### src/hw/rtl/hsc_pkg.sv
// Shared types and constants for the RGB hue and skin classifier pipeline.
package hsc_pkg;

  // Channel and field widths
  localparam int unsigned ChanW   = 8;
  localparam int unsigned HueW    = 9;
  localparam int unsigned RemW    = 14;  // 60 * |diff| fits in 14 bits
  localparam int unsigned DshW    = 13;  // divisor shifted up by QuoW-1
  localparam int unsigned QuoW    = 6;   // quotient never exceeds 60
  localparam int unsigned ProdW   = 15;  // 100 * 255 fits in 15 bits
  localparam int unsigned CfgIdxW = 2;
  localparam int unsigned InDataW = 24;
  localparam int unsigned OutDataW = 32;
  localparam int unsigned OutUserW = 3;

  // Configuration register indexes
  localparam logic [CfgIdxW-1:0] REG_SKIN_MIN_SAT = 2'd0;
  localparam logic [CfgIdxW-1:0] REG_SKIN_MIN_VAL = 2'd1;
  localparam logic [CfgIdxW-1:0] REG_TINT_MIN_SAT = 2'd2;

  // Reset values of the thresholds
  localparam logic [ChanW-1:0] SKIN_MIN_SAT_RST = 8'd13;
  localparam logic [ChanW-1:0] SKIN_MIN_VAL_RST = 8'd40;
  localparam logic [ChanW-1:0] TINT_MIN_SAT_RST = 8'd33;

  // Hue sector base angles
  localparam logic [HueW-1:0] HUE_BASE_GREEN = 9'd120;
  localparam logic [HueW-1:0] HUE_BASE_BLUE  = 9'd240;
  localparam logic [HueW-1:0] HUE_FULL_TURN  = 9'd360;

  // Ratio test constants, all scaled by 100
  localparam logic [ProdW-1:0] K_SCALE = 15'd100;
  localparam logic [ProdW-1:0] K_37    = 15'd37;
  localparam logic [ProdW-1:0] K_80    = 15'd80;
  localparam logic [ProdW-1:0] K_63    = 15'd63;
  localparam logic [ProdW-1:0] K_42    = 15'd42;
  localparam logic [ProdW-1:0] K_70    = 15'd70;

  // Which channel holds the maximum (red wins ties, then green)
  typedef enum logic [1:0] {
    SEL_RED,
    SEL_GREEN,
    SEL_BLUE
  } max_sel_e;

  // Threshold set seen by the output stage
  typedef struct packed {
    logic [ChanW-1:0] skin_min_sat;
    logic [ChanW-1:0] skin_min_val;
    logic [ChanW-1:0] tint_min_sat;
  } cfg_t;

  // Per-pixel payload carried down the pipeline
  typedef struct packed {
    logic [RemW-1:0]  rem;     // partial remainder, starts as 60*|diff|
    logic [DshW-1:0]  dsh;     // divisor aligned to the next quotient bit
    logic [QuoW-1:0]  quo;     // quotient bits collected so far
    logic             neg;     // channel difference was negative
    max_sel_e         sel;
    logic [ChanW-1:0] value;
    logic [ChanW-1:0] sat;
    logic             red_max;
    logic             blue_max;
    logic             g_ge_b;
    logic             g_nz;
    logic             c37;     // 100g >= 37r
    logic             c80;     // 100g <= 80r
    logic             c63;     // 100b >= 63g
    logic             c42;     // 100b >= 42r
    logic             c70;     // 100g >= 70b
  } pix_t;

endpackage

### src/hw/rtl/hsc_front.sv
// First pipeline stage: max/min, saturation, hue difference and ratio compares.
module hsc_front (
  input  logic                       clk_i,
  input  logic                       rst_ni,
  input  logic                       valid_i,
  output logic                       ready_o,
  input  logic [hsc_pkg::ChanW-1:0]  red_i,
  input  logic [hsc_pkg::ChanW-1:0]  green_i,
  input  logic [hsc_pkg::ChanW-1:0]  blue_i,
  output logic                       valid_o,
  input  logic                       ready_i,
  output hsc_pkg::pix_t              pix_o
);
  import hsc_pkg::*;

  logic             valid_q;
  pix_t             pix_q, pix_d;
  logic             r_ge_g, r_ge_b, g_ge_b;
  logic [ChanW-1:0] mx, mn;
  logic [ChanW:0]   diff;      // signed difference, one extra bit
  logic [ChanW-1:0] diff_abs;
  logic [ProdW-1:0] r_w, g_w, b_w;

  assign ready_o = !valid_q || ready_i;
  assign valid_o = valid_q;
  assign pix_o   = pix_q;

  // Channel ordering
  always_comb begin
    r_ge_g = red_i >= green_i;
    r_ge_b = red_i >= blue_i;
    g_ge_b = green_i >= blue_i;
    r_w    = ProdW'(red_i);
    g_w    = ProdW'(green_i);
    b_w    = ProdW'(blue_i);

    if (r_ge_g && r_ge_b) begin
      mx           = red_i;
      pix_d.sel    = SEL_RED;
      diff         = {1'b0, green_i} - {1'b0, blue_i};
    end else if (g_ge_b) begin
      mx           = green_i;
      pix_d.sel    = SEL_GREEN;
      diff         = {1'b0, blue_i} - {1'b0, red_i};
    end else begin
      mx           = blue_i;
      pix_d.sel    = SEL_BLUE;
      diff         = {1'b0, red_i} - {1'b0, green_i};
    end

    if (!r_ge_g && !g_ge_b)      mn = red_i > blue_i ? blue_i : red_i;
    else                         mn = red_i;
    // full min written out for clarity
    if (green_i <= red_i && green_i <= blue_i)     mn = green_i;
    else if (blue_i <= red_i && blue_i <= green_i) mn = blue_i;
    else                                           mn = red_i;

    diff_abs = diff[ChanW] ? ChanW'(-diff) : diff[ChanW-1:0];

    // 60 * |diff| as 64x - 4x; divisor aligned to the top quotient bit
    pix_d.rem      = {diff_abs, 6'b0} - {4'b0, diff_abs, 2'b0};
    pix_d.dsh      = {mx - mn, 5'b0};
    pix_d.quo      = '0;
    pix_d.neg      = diff[ChanW];
    pix_d.value    = mx;
    pix_d.sat      = mx - mn;
    pix_d.red_max  = r_ge_g && r_ge_b;
    pix_d.blue_max = blue_i == mx;
    pix_d.g_ge_b   = g_ge_b;
    pix_d.g_nz     = green_i != '0;

    // Skin ratio tests by exact cross-multiplication
    pix_d.c37 = g_w * K_SCALE >= r_w * K_37;
    pix_d.c80 = g_w * K_SCALE <= r_w * K_80;
    pix_d.c63 = b_w * K_SCALE >= g_w * K_63;
    pix_d.c42 = b_w * K_SCALE >= r_w * K_42;
    pix_d.c70 = g_w * K_SCALE >= b_w * K_70;
  end

  // Stage valid
  always_ff @(posedge clk_i or negedge rst_ni) begin
    if (!rst_ni) begin
      valid_q <= 1'b0;
    end else if (ready_o) begin
      valid_q <= valid_i;
    end
  end

  // Stage payload
  always_ff @(posedge clk_i) begin
    if (valid_i && ready_o) begin
      pix_q <= pix_d;
    end
  end

endmodule

### src/hw/rtl/hsc_div_stage.sv
// Divider stage: two restoring-division steps of 60*|diff| by the saturation.
module hsc_div_stage (
  input  logic          clk_i,
  input  logic          rst_ni,
  input  logic          valid_i,
  output logic          ready_o,
  input  hsc_pkg::pix_t pix_i,
  output logic          valid_o,
  input  logic          ready_i,
  output hsc_pkg::pix_t pix_o
);
  import hsc_pkg::*;

  logic valid_q;
  pix_t pix_q, pix_d, pix_m;

  assign ready_o = !valid_q || ready_i;
  assign valid_o = valid_q;
  assign pix_o   = pix_q;

  // Two quotient bits per stage; the aligned divisor moves down one bit per step
  always_comb begin
    pix_m = pix_i;
    if (pix_i.rem >= {1'b0, pix_i.dsh}) begin
      pix_m.rem = pix_i.rem - {1'b0, pix_i.dsh};
      pix_m.quo = {pix_i.quo[QuoW-2:0], 1'b1};
    end else begin
      pix_m.quo = {pix_i.quo[QuoW-2:0], 1'b0};
    end
    pix_m.dsh = pix_i.dsh >> 1;

    pix_d = pix_m;
    if (pix_m.rem >= {1'b0, pix_m.dsh}) begin
      pix_d.rem = pix_m.rem - {1'b0, pix_m.dsh};
      pix_d.quo = {pix_m.quo[QuoW-2:0], 1'b1};
    end else begin
      pix_d.quo = {pix_m.quo[QuoW-2:0], 1'b0};
    end
    pix_d.dsh = pix_m.dsh >> 1;
  end

  // Stage valid
  always_ff @(posedge clk_i or negedge rst_ni) begin
    if (!rst_ni) begin
      valid_q <= 1'b0;
    end else if (ready_o) begin
      valid_q <= valid_i;
    end
  end

  // Stage payload
  always_ff @(posedge clk_i) begin
    if (valid_i && ready_o) begin
      pix_q <= pix_d;
    end
  end

endmodule

### src/hw/rtl/hsc_back.sv
// Output stage: hue assembly, skin and tint flags, result register.
module hsc_back (
  input  logic                         clk_i,
  input  logic                         rst_ni,
  input  logic                         valid_i,
  output logic                         ready_o,
  input  hsc_pkg::pix_t                pix_i,
  input  hsc_pkg::cfg_t                cfg_i,
  output logic                         valid_o,
  input  logic                         ready_i,
  output logic [hsc_pkg::HueW-1:0]     hue_o,
  output logic                         hue_valid_o,
  output logic [hsc_pkg::ChanW-1:0]    sat_o,
  output logic [hsc_pkg::ChanW-1:0]    value_o,
  output logic                         skin_o,
  output logic                         tint_o
);
  import hsc_pkg::*;

  logic             valid_q;
  logic [HueW-1:0]  hue_q, hue_d;
  logic             hue_valid_q, hue_valid_d;
  logic [ChanW-1:0] sat_q, value_q;
  logic             skin_q, skin_d;
  logic             tint_q, tint_d;
  logic [HueW-1:0]  base;
  logic [HueW-1:0]  ceil_mag;
  logic             ratio_ok;

  assign ready_o     = !valid_q || ready_i;
  assign valid_o     = valid_q;
  assign hue_o       = hue_q;
  assign hue_valid_o = hue_valid_q;
  assign sat_o       = sat_q;
  assign value_o     = value_q;
  assign skin_o      = skin_q;
  assign tint_o      = tint_q;

  // Hue: base +/- floor of the sector fraction
  always_comb begin
    case (pix_i.sel)
      SEL_GREEN: base = HUE_BASE_GREEN;
      SEL_BLUE:  base = HUE_BASE_BLUE;
      default:   base = pix_i.neg ? HUE_FULL_TURN : '0;
    endcase
    // a negative fraction floors away from zero: round the magnitude up
    ceil_mag    = HueW'(pix_i.quo) + HueW'(pix_i.rem != '0);
    hue_valid_d = pix_i.sat != '0;
    if (!hue_valid_d)    hue_d = '0;
    else if (pix_i.neg)  hue_d = base - ceil_mag;
    else                 hue_d = base + HueW'(pix_i.quo);
  end

  // Skin and tint flags
  always_comb begin
    if (pix_i.g_ge_b) ratio_ok = (pix_i.c37 && pix_i.c80) || (pix_i.g_nz && pix_i.c63);
    else              ratio_ok = pix_i.c42 && pix_i.c70;
    skin_d = (pix_i.sat > cfg_i.skin_min_sat) && (pix_i.value >= cfg_i.skin_min_val)
             && !pix_i.blue_max && pix_i.red_max && ratio_ok;
    tint_d = pix_i.sat > cfg_i.tint_min_sat;
  end

  // Output valid
  always_ff @(posedge clk_i or negedge rst_ni) begin
    if (!rst_ni) begin
      valid_q <= 1'b0;
    end else if (ready_o) begin
      valid_q <= valid_i;
    end
  end

  // Output payload
  always_ff @(posedge clk_i) begin
    if (valid_i && ready_o) begin
      hue_q       <= hue_d;
      hue_valid_q <= hue_valid_d;
      sat_q       <= pix_i.sat;
      value_q     <= pix_i.value;
      skin_q      <= skin_d;
      tint_q      <= tint_d;
    end
  end

endmodule

### src/hw/rtl/rgb_pixel_hue_skin_classifier_core.sv
// Top level of the RGB pixel hue, saturation, value and skin classifier.
//
// Pixels enter on the s_axis stream (red, green, blue in tdata) and results
// leave on the m_axis stream, one result per pixel, in order.
// Three 8-bit thresholds are written through the cfg channel (index 0: skin
// minimum saturation, 1: skin minimum value, 2: tint minimum saturation;
// index 3 is ignored). cfg_ready_o is always high; write only while idle.
// A result is registered through one front stage, three divider stages with
// two quotient bits each, and one output stage.
// Throughput: one pixel per cycle while m_axis_tready stays high; the six-step hue
// division is spread over the three divider stages, so no stage holds more than two steps.
// When m_axis_tready is low, ready ripples back stage by stage: empty stages
// still fill, so up to five pixels are held before s_axis_tready drops.
// Nothing is lost or repeated during a stall.
// Reset (rst_ni low) empties the pipeline and loads the thresholds with
// 13, 40 and 33.
module rgb_pixel_hue_skin_classifier_core (
  input  logic                              clk_i,
  input  logic                              rst_ni,
  // tdata: red[7:0], green[15:8], blue[23:16]
  input  logic                              s_axis_tvalid,
  output logic                              s_axis_tready,
  input  logic [hsc_pkg::InDataW-1:0]       s_axis_tdata,
  // tdata: hue_degrees[8:0], saturation_level[16:9], value_level[24:17], zero[31:25]
  // tuser: hue_valid[0], skin_flag[1], tintable_flag[2]
  output logic                              m_axis_tvalid,
  input  logic                              m_axis_tready,
  output logic [hsc_pkg::OutDataW-1:0]      m_axis_tdata,
  output logic [hsc_pkg::OutUserW-1:0]      m_axis_tuser,
  // configuration writes
  input  logic                              cfg_valid_i,
  output logic                              cfg_ready_o,
  input  logic [hsc_pkg::CfgIdxW-1:0]       cfg_index_i,
  input  logic [hsc_pkg::ChanW-1:0]         cfg_data_i
);
  import hsc_pkg::*;

  cfg_t             cfg_q;
  logic             v1, r1, v2, r2, v3, r3, v4, r4;
  pix_t             p1, p2, p3, p4;
  logic [HueW-1:0]  hue;
  logic             hue_valid, skin, tint;
  logic [ChanW-1:0] sat, value;

  // Threshold registers
  assign cfg_ready_o = 1'b1;

  always_ff @(posedge clk_i or negedge rst_ni) begin
    if (!rst_ni) begin
      cfg_q.skin_min_sat <= SKIN_MIN_SAT_RST;
      cfg_q.skin_min_val <= SKIN_MIN_VAL_RST;
      cfg_q.tint_min_sat <= TINT_MIN_SAT_RST;
    end else if (cfg_valid_i && cfg_ready_o) begin
      unique case (cfg_index_i)
        REG_SKIN_MIN_SAT: cfg_q.skin_min_sat <= cfg_data_i;
        REG_SKIN_MIN_VAL: cfg_q.skin_min_val <= cfg_data_i;
        REG_TINT_MIN_SAT: cfg_q.tint_min_sat <= cfg_data_i;
        default: ;
      endcase
    end
  end

  // Pipeline
  hsc_front u_front (
    .clk_i   (clk_i),
    .rst_ni  (rst_ni),
    .valid_i (s_axis_tvalid),
    .ready_o (s_axis_tready),
    .red_i   (s_axis_tdata[7:0]),
    .green_i (s_axis_tdata[15:8]),
    .blue_i  (s_axis_tdata[23:16]),
    .valid_o (v1),
    .ready_i (r1),
    .pix_o   (p1)
  );

  hsc_div_stage u_div0 (
    .clk_i   (clk_i),
    .rst_ni  (rst_ni),
    .valid_i (v1),
    .ready_o (r1),
    .pix_i   (p1),
    .valid_o (v2),
    .ready_i (r2),
    .pix_o   (p2)
  );

  hsc_div_stage u_div1 (
    .clk_i   (clk_i),
    .rst_ni  (rst_ni),
    .valid_i (v2),
    .ready_o (r2),
    .pix_i   (p2),
    .valid_o (v3),
    .ready_i (r3),
    .pix_o   (p3)
  );

  hsc_div_stage u_div2 (
    .clk_i   (clk_i),
    .rst_ni  (rst_ni),
    .valid_i (v3),
    .ready_o (r3),
    .pix_i   (p3),
    .valid_o (v4),
    .ready_i (r4),
    .pix_o   (p4)
  );

  hsc_back u_back (
    .clk_i       (clk_i),
    .rst_ni      (rst_ni),
    .valid_i     (v4),
    .ready_o     (r4),
    .pix_i       (p4),
    .cfg_i       (cfg_q),
    .valid_o     (m_axis_tvalid),
    .ready_i     (m_axis_tready),
    .hue_o       (hue),
    .hue_valid_o (hue_valid),
    .sat_o       (sat),
    .value_o     (value),
    .skin_o      (skin),
    .tint_o      (tint)
  );

  // Output packing
  assign m_axis_tdata = {7'b0, value, sat, hue};
  assign m_axis_tuser = {tint, skin, hue_valid};

`ifndef NO_ASSERTIONS
  // Grey pixels carry a zero hue
  a_grey_hue_zero: assert property (@(posedge clk_i) disable iff (!rst_ni)
    m_axis_tvalid && !m_axis_tuser[0] |-> m_axis_tdata[8:0] == '0)
    else $error("grey pixel with nonzero hue");

  // Hue stays below a full turn
  a_hue_range: assert property (@(posedge clk_i) disable iff (!rst_ni)
    m_axis_tvalid |-> m_axis_tdata[8:0] < HUE_FULL_TURN)
    else $error("hue out of range");

  // Saturation never exceeds value
  a_sat_le_value: assert property (@(posedge clk_i) disable iff (!rst_ni)
    m_axis_tvalid |-> m_axis_tdata[16:9] <= m_axis_tdata[24:17])
    else $error("saturation above value");

  // A skin pixel has a defined hue
  a_skin_has_hue: assert property (@(posedge clk_i) disable iff (!rst_ni)
    m_axis_tvalid && m_axis_tuser[1] |-> m_axis_tuser[0])
    else $error("skin flag on grey pixel");

  // Input backpressure only comes from a stalled output
  a_stall_source: assert property (@(posedge clk_i) disable iff (!rst_ni)
    !s_axis_tready |-> m_axis_tvalid && !m_axis_tready)
    else $error("input stalled without output stall");
`endif

endmodule

### config.mk
export PLATFORM = sky130hd
export DESIGN_NAME = rgb_pixel_hue_skin_classifier_core
export DESIGN_NICKNAME = d
export VERILOG_FILES = /design/src/hw/rtl/hsc_pkg.sv /design/src/hw/rtl/hsc_front.sv /design/src/hw/rtl/hsc_div_stage.sv /design/src/hw/rtl/hsc_back.sv /design/src/hw/rtl/rgb_pixel_hue_skin_classifier_core.sv
export SDC_FILE = /design/constraint.sdc
export NUM_CORES = 1
export LEC_CHECK = 0
export BUFFER_PORTS_ARGS = -buffer_cell sky130_fd_sc_hd__buf_2
export CAP_MARGIN = 5
export CORE_UTILIZATION = 45
export DETAILED_ROUTE_END_ITERATION = 8
export SLEW_MARGIN = 10
export SYNTH_ARGS = -nofsm -noshare
export SYNTH_HDL_FRONTEND = slang
export SYNTH_SLANG_ARGS = --single-unit
### constraint.sdc
create_clock -name clk_i -period 7.1 [get_ports clk_i]
set_input_delay 0.355 -clock clk_i [delete_from_list [all_inputs] [get_ports clk_i]]
set_output_delay 0.355 -clock clk_i [all_outputs]
set_load 0.01 [all_outputs]
==> impl_summary.log <==
INFO  metric multi_input_gate_area = 11500 um2
INFO  metric final-setup-viol-count = 0
INFO  metric finish.net_count = 2366
INFO  metric accumulated_negative_setup_slack = 0 ns
INFO  metric timing.critical_path.from_type = flop
INFO  metric synthFlopType = sky130_fd_sc_hd__edfxtp_1
INFO  metric synth_cell_type_count = a little under 90
INFO  metric placeableCoreArea = between 40000 and 50000 um2
INFO  metric postRouteAntennaNets = 0
INFO  metric final_cell_mix = sky130_fd_sc_hd__ha_1, sky130_fd_sc_hd__inv_1, sky130_fd_sc_hd__edfxtp_1
INFO  metric critical_path.endpoint = u_div1.pix_o[54]$_DFFE_PP_
INFO  metric std_cell_rows = 75
INFO  metric critical_path.max_fanout = 12
INFO  metric vdd_drop_max = between 200 and 250 uV
INFO  metric wirelength = around 43 mm
INFO  metric i_o_pin_total = 77
INFO  metric worstSkewPairLatency = approximately 0.51 ns
INFO  metric vias_per_cell = 5.28
INFO  metric timing_max_transition_violations_final = 0
INFO  metric hold_viol_final = 0
INFO  metric synth_largest_area_cell = sky130_fd_sc_hd__edfxtp_1
INFO  metric clock_tree_skew_after_final_layout = approximately 0.015 ns
INFO  metric clk_transition_reported_paths = 0.06 ns
INFO  metric wl_per_cell = 16.9 um
INFO  metric detail_placement_hpwl = 34.1 mm
INFO  metric floorplan.initialDensity = 46.0%
INFO  metric grt_setup_unrepaired = false
INFO  metric layout.cells.non_filler = ~2.5k
INFO  metric clock_sink_count = 231
INFO  metric headroom_to_the_max_slew_limit = around 28%
INFO  metric vias = roughly 13k
INFO  metric worst_min_delay_path_class = input pin to flop
INFO  metric rr_worst_depth = 23
INFO  metric worstSetupEndpointType = flop
INFO  metric floorplan.die.height = ~210 um
INFO  metric finalWorstPathRequiredPeriod = between 5 and 6 ns
INFO  metric finalHoldWorstSlack = roughly 0.054 ns
INFO  metric seq_area_frac_synth = a little over a third
INFO  metric proportion_of_layout_cells_with_a_drive_suffix_above_1 = under 10%
INFO  metric numPortBuffers = ~70
INFO  metric antenna_cells = 0
INFO  metric arrival = around 5.7 ns
INFO  metric timing.fmax = 0.185 GHz
INFO  metric postSynthAreaPerCell = between 10 and 15 um2
INFO  metric grt_max_degree = 49
INFO  metric place_congestion = 0.905
INFO  metric cp_class = flop to flop
INFO  metric level_count_of_the_clock_h_tree = 1
INFO  metric yosys.area.top_type_share = roughly 31%
INFO  metric initialDrtViolationCount = about 740
INFO  metric cts.hold.buffers_added = 1
INFO  metric critPathLaunch = u_div0.pix_o[38]$_DFFE_PP_
INFO  metric worstPathRequired = 7.35 ns
INFO  metric rr_startpoint = u_div0.pix_o[38]$_DFFE_PP_
INFO  metric yosysWarningCount = 0
INFO  metric regToRegEndpoint = u_div1.pix_o[54]$_DFFE_PP_
INFO  metric drcViolationCount = 0
INFO  metric cellPowerDensity = approximately 420 nW/um2
INFO  metric static-leakage-power = about 9.7 nW
INFO  metric post_synth_main_area_contributors = sky130_fd_sc_hd__edfxtp_1, sky130_fd_sc_hd__ha_1, sky130_fd_sc_hd__inv_1, sky130_fd_sc_hd__fa_1, sky130_fd_sc_hd__xnor2_1
INFO  metric run_status = finished, final reports clean
INFO  metric dieWidth = between 200 and 250 um
INFO  metric ctsLongestPathBuffers = 3
INFO  metric number_of_enable_flip_flop_cells_after_synthesis = about 200
INFO  metric cts_made_buffers = 24
INFO  metric grt_antenna_before_repair = 0
INFO  metric post-cts-setup-buffers = 0
INFO  metric gr-total-overflow = 0
INFO  metric area_growth_synth_to_finish = 8.97%
INFO  metric fin_util = between 50 and 60%
INFO  metric cts_root_buffer = sky130_fd_sc_hd__clkbuf_16
INFO  metric actual_transition_at_the_worst_max_transition_pin = approximately 1.1 ns
INFO  metric mostFrequentLayoutCell = sky130_fd_sc_hd__ha_1
INFO  metric ys_seq_elements = 231
INFO  metric setup.reg_to_reg.worst_slack = between 1.5 and 2 ns
INFO  metric postSynth.asyncResetShare = between 10% and 20%
INFO  metric first_global_vias = 13.4k
INFO  metric finalCritPeriodShare = roughly three quarters
INFO  metric track_usage = about a fifth
INFO  metric drv.max_cap_violation_count = 0
INFO  metric design_power_total = 8.80 mW
INFO  metric wire_length_of_the_first_global_routing_pass = approximately 70 mm
INFO  metric mappedNetlistArea = 19400 um2
INFO  metric seq_area = roughly 7000 um2
INFO  metric syn-instance-count = roughly 1.9k
INFO  metric layout.filler_cells = between 3k and 4k
INFO  metric die_area = ~44000 um2
INFO  metric detail_route.first_pass.iterations = 6
INFO  metric cts.repair.resized = 0
INFO  metric tritoncts = built
INFO  metric place.detailed.instances = approximately 2.5k
==> state kept, by name (all words and copies together) (netlist names) <==
register	count
u_div0.valid_o	1
u_back.hue_valid_o	1
u_div2.pix_o	48
u_div1.pix_o	44
u_div2.valid_o	1
u_back.value_o	8
u_div0.pix_o	42
u_div1.valid_o	1
u_front.pix_o	40
u_back.sat_o	8
u_back.skin_o	1
u_back.valid_o	1
cfg_q	24
u_back.hue_o	9
u_back.tint_o	1
u_front.valid_o	1
==> routing by layer <==
metal | vias up | global-route usage (%) | part of all wire (%)
li1 | 6787 | - | -
met1 | 6222 | 26.7 | 47
met2 | 255 | 34.0 | 47
met3 | 50 | 2.39 | 4.4
met4 | 0 | 4.48 | 1.9
met5 | - | 0 | 0
==> critical path: stages, from the launching register on <==
cell                       delay, ns
sky130_fd_sc_hd__edfxtp_1       0.44
sky130_fd_sc_hd__inv_1          0.16
sky130_fd_sc_hd__ha_1           0.26
sky130_fd_sc_hd__nor2b_1        0.14
sky130_fd_sc_hd__o21ai_2        0.13
sky130_fd_sc_hd__a21boi_1       0.10
sky130_fd_sc_hd__o21ai_2        0.14
sky130_fd_sc_hd__a21boi_1       0.11
sky130_fd_sc_hd__o21a_1         0.20
sky130_fd_sc_hd__or3_1          0.36
sky130_fd_sc_hd__a21bo_2        0.32
sky130_fd_sc_hd__o21ai_0        0.44
sky130_fd_sc_hd__fa_1           0.30
sky130_fd_sc_hd__nor2b_1        0.06
sky130_fd_sc_hd__o21ai_1        0.15
sky130_fd_sc_hd__a21boi_1       0.11
sky130_fd_sc_hd__o21ai_0        0.17
sky130_fd_sc_hd__nand2b_1       0.10
sky130_fd_sc_hd__a21o_1         0.18
sky130_fd_sc_hd__a21o_1         0.18
sky130_fd_sc_hd__a21oi_1        0.16
sky130_fd_sc_hd__nand2b_1       0.11
sky130_fd_sc_hd__or3b_4         0.48
sky130_fd_sc_hd__mux2_1         0.34
==> synth_stat cells, types with 19 or more instances <==
library cell	count
sky130_fd_sc_hd__ha_1	315
sky130_fd_sc_hd__inv_1	268
sky130_fd_sc_hd__edfxtp_1	202
sky130_fd_sc_hd__a21oi_1	121
sky130_fd_sc_hd__o21ai_0	99
sky130_fd_sc_hd__nor2_1	97
sky130_fd_sc_hd__xnor2_1	94
sky130_fd_sc_hd__nand2_1	85
sky130_fd_sc_hd__fa_1	49
sky130_fd_sc_hd__xor2_1	48
sky130_fd_sc_hd__a21o_1	47
sky130_fd_sc_hd__nand2b_1	40
sky130_fd_sc_hd__nor2b_1	36
sky130_fd_sc_hd__mux2_2	34
sky130_fd_sc_hd__nand3_1	30
sky130_fd_sc_hd__o21a_1	25
sky130_fd_sc_hd__dfrtp_1	22
sky130_fd_sc_hd__nand4_1	21
sky130_fd_sc_hd__o21bai_1	19
==> stage by stage <==
step | setup WS (ns) | instance area, um2
floorplan | 2.04 | 19400
global placement | 1.80 | 20300
detailed placement | 1.72 | 20300
CTS | 1.70 | 21100
global route | 1.28 | 21100
finish | 1.69 | 21100
==> area by class of cell <==
class | count | share of cell area (%)
multi-input cells | 1363 | 54.2
flip-flops and latches | 231 | 32.2
clock buffers | 26 | 2.98
inverters | 271 | 4.83
well taps | 539 | 3.19
clock inverters | 18 | 0.911
repair buffers | 72 | 1.76
==> kinds of logic (layout without fill, tap and decap cells) <==
group                    count (synthesis)  in the layout  synth area share, %
multiplexers                            59             59                 3.48
XOR/XNOR                               144            144                 6.63
AO/OA/AOI/OAI                          408            408                 13.4
buffers and inverters                  300            387                 6.08
flip-flops                             231            231                 35.0
other                                    2              8               0.0387
adder cells (fa/ha/maj)                364            364                 25.4
AND/OR/NAND/NOR                        380            380                 9.98
==> worst min-delay path by stage <==
stage,to,depth (start not counted),from,slack [ns]
floorplan,cfg_q[10]$_DFFE_PN0P_,0,rst_ni,0.06
global placement,u_div1.pix_o[0]$_DFFE_PP_,0,u_div0.pix_o[0]$_DFFE_PP_,0.40
finish,u_front.valid_o$_DFFE_PN0N_,2,s_axis_tvalid,0.05
CTS,u_front.valid_o$_DFFE_PN0N_,2,s_axis_tvalid,0.03
detailed placement,u_div0.pix_o[5]$_DFFE_PP_,0,u_front.pix_o[5]$_DFFE_PP_,0.40
global route,u_front.valid_o$_DFFE_PN0N_,2,s_axis_tvalid,0.05
==> power by group <==
part | leakage, nW | switching [mW] | internal, mW
combinational | 7.01 | 2.83 | 2.33
clock | 0.396 | 0.507 | 0.785
sequential | 2.27 | 0.189 | 2.16
total | 9.67 | 3.52 | 5.27
(Power assumes the default switching activity.)
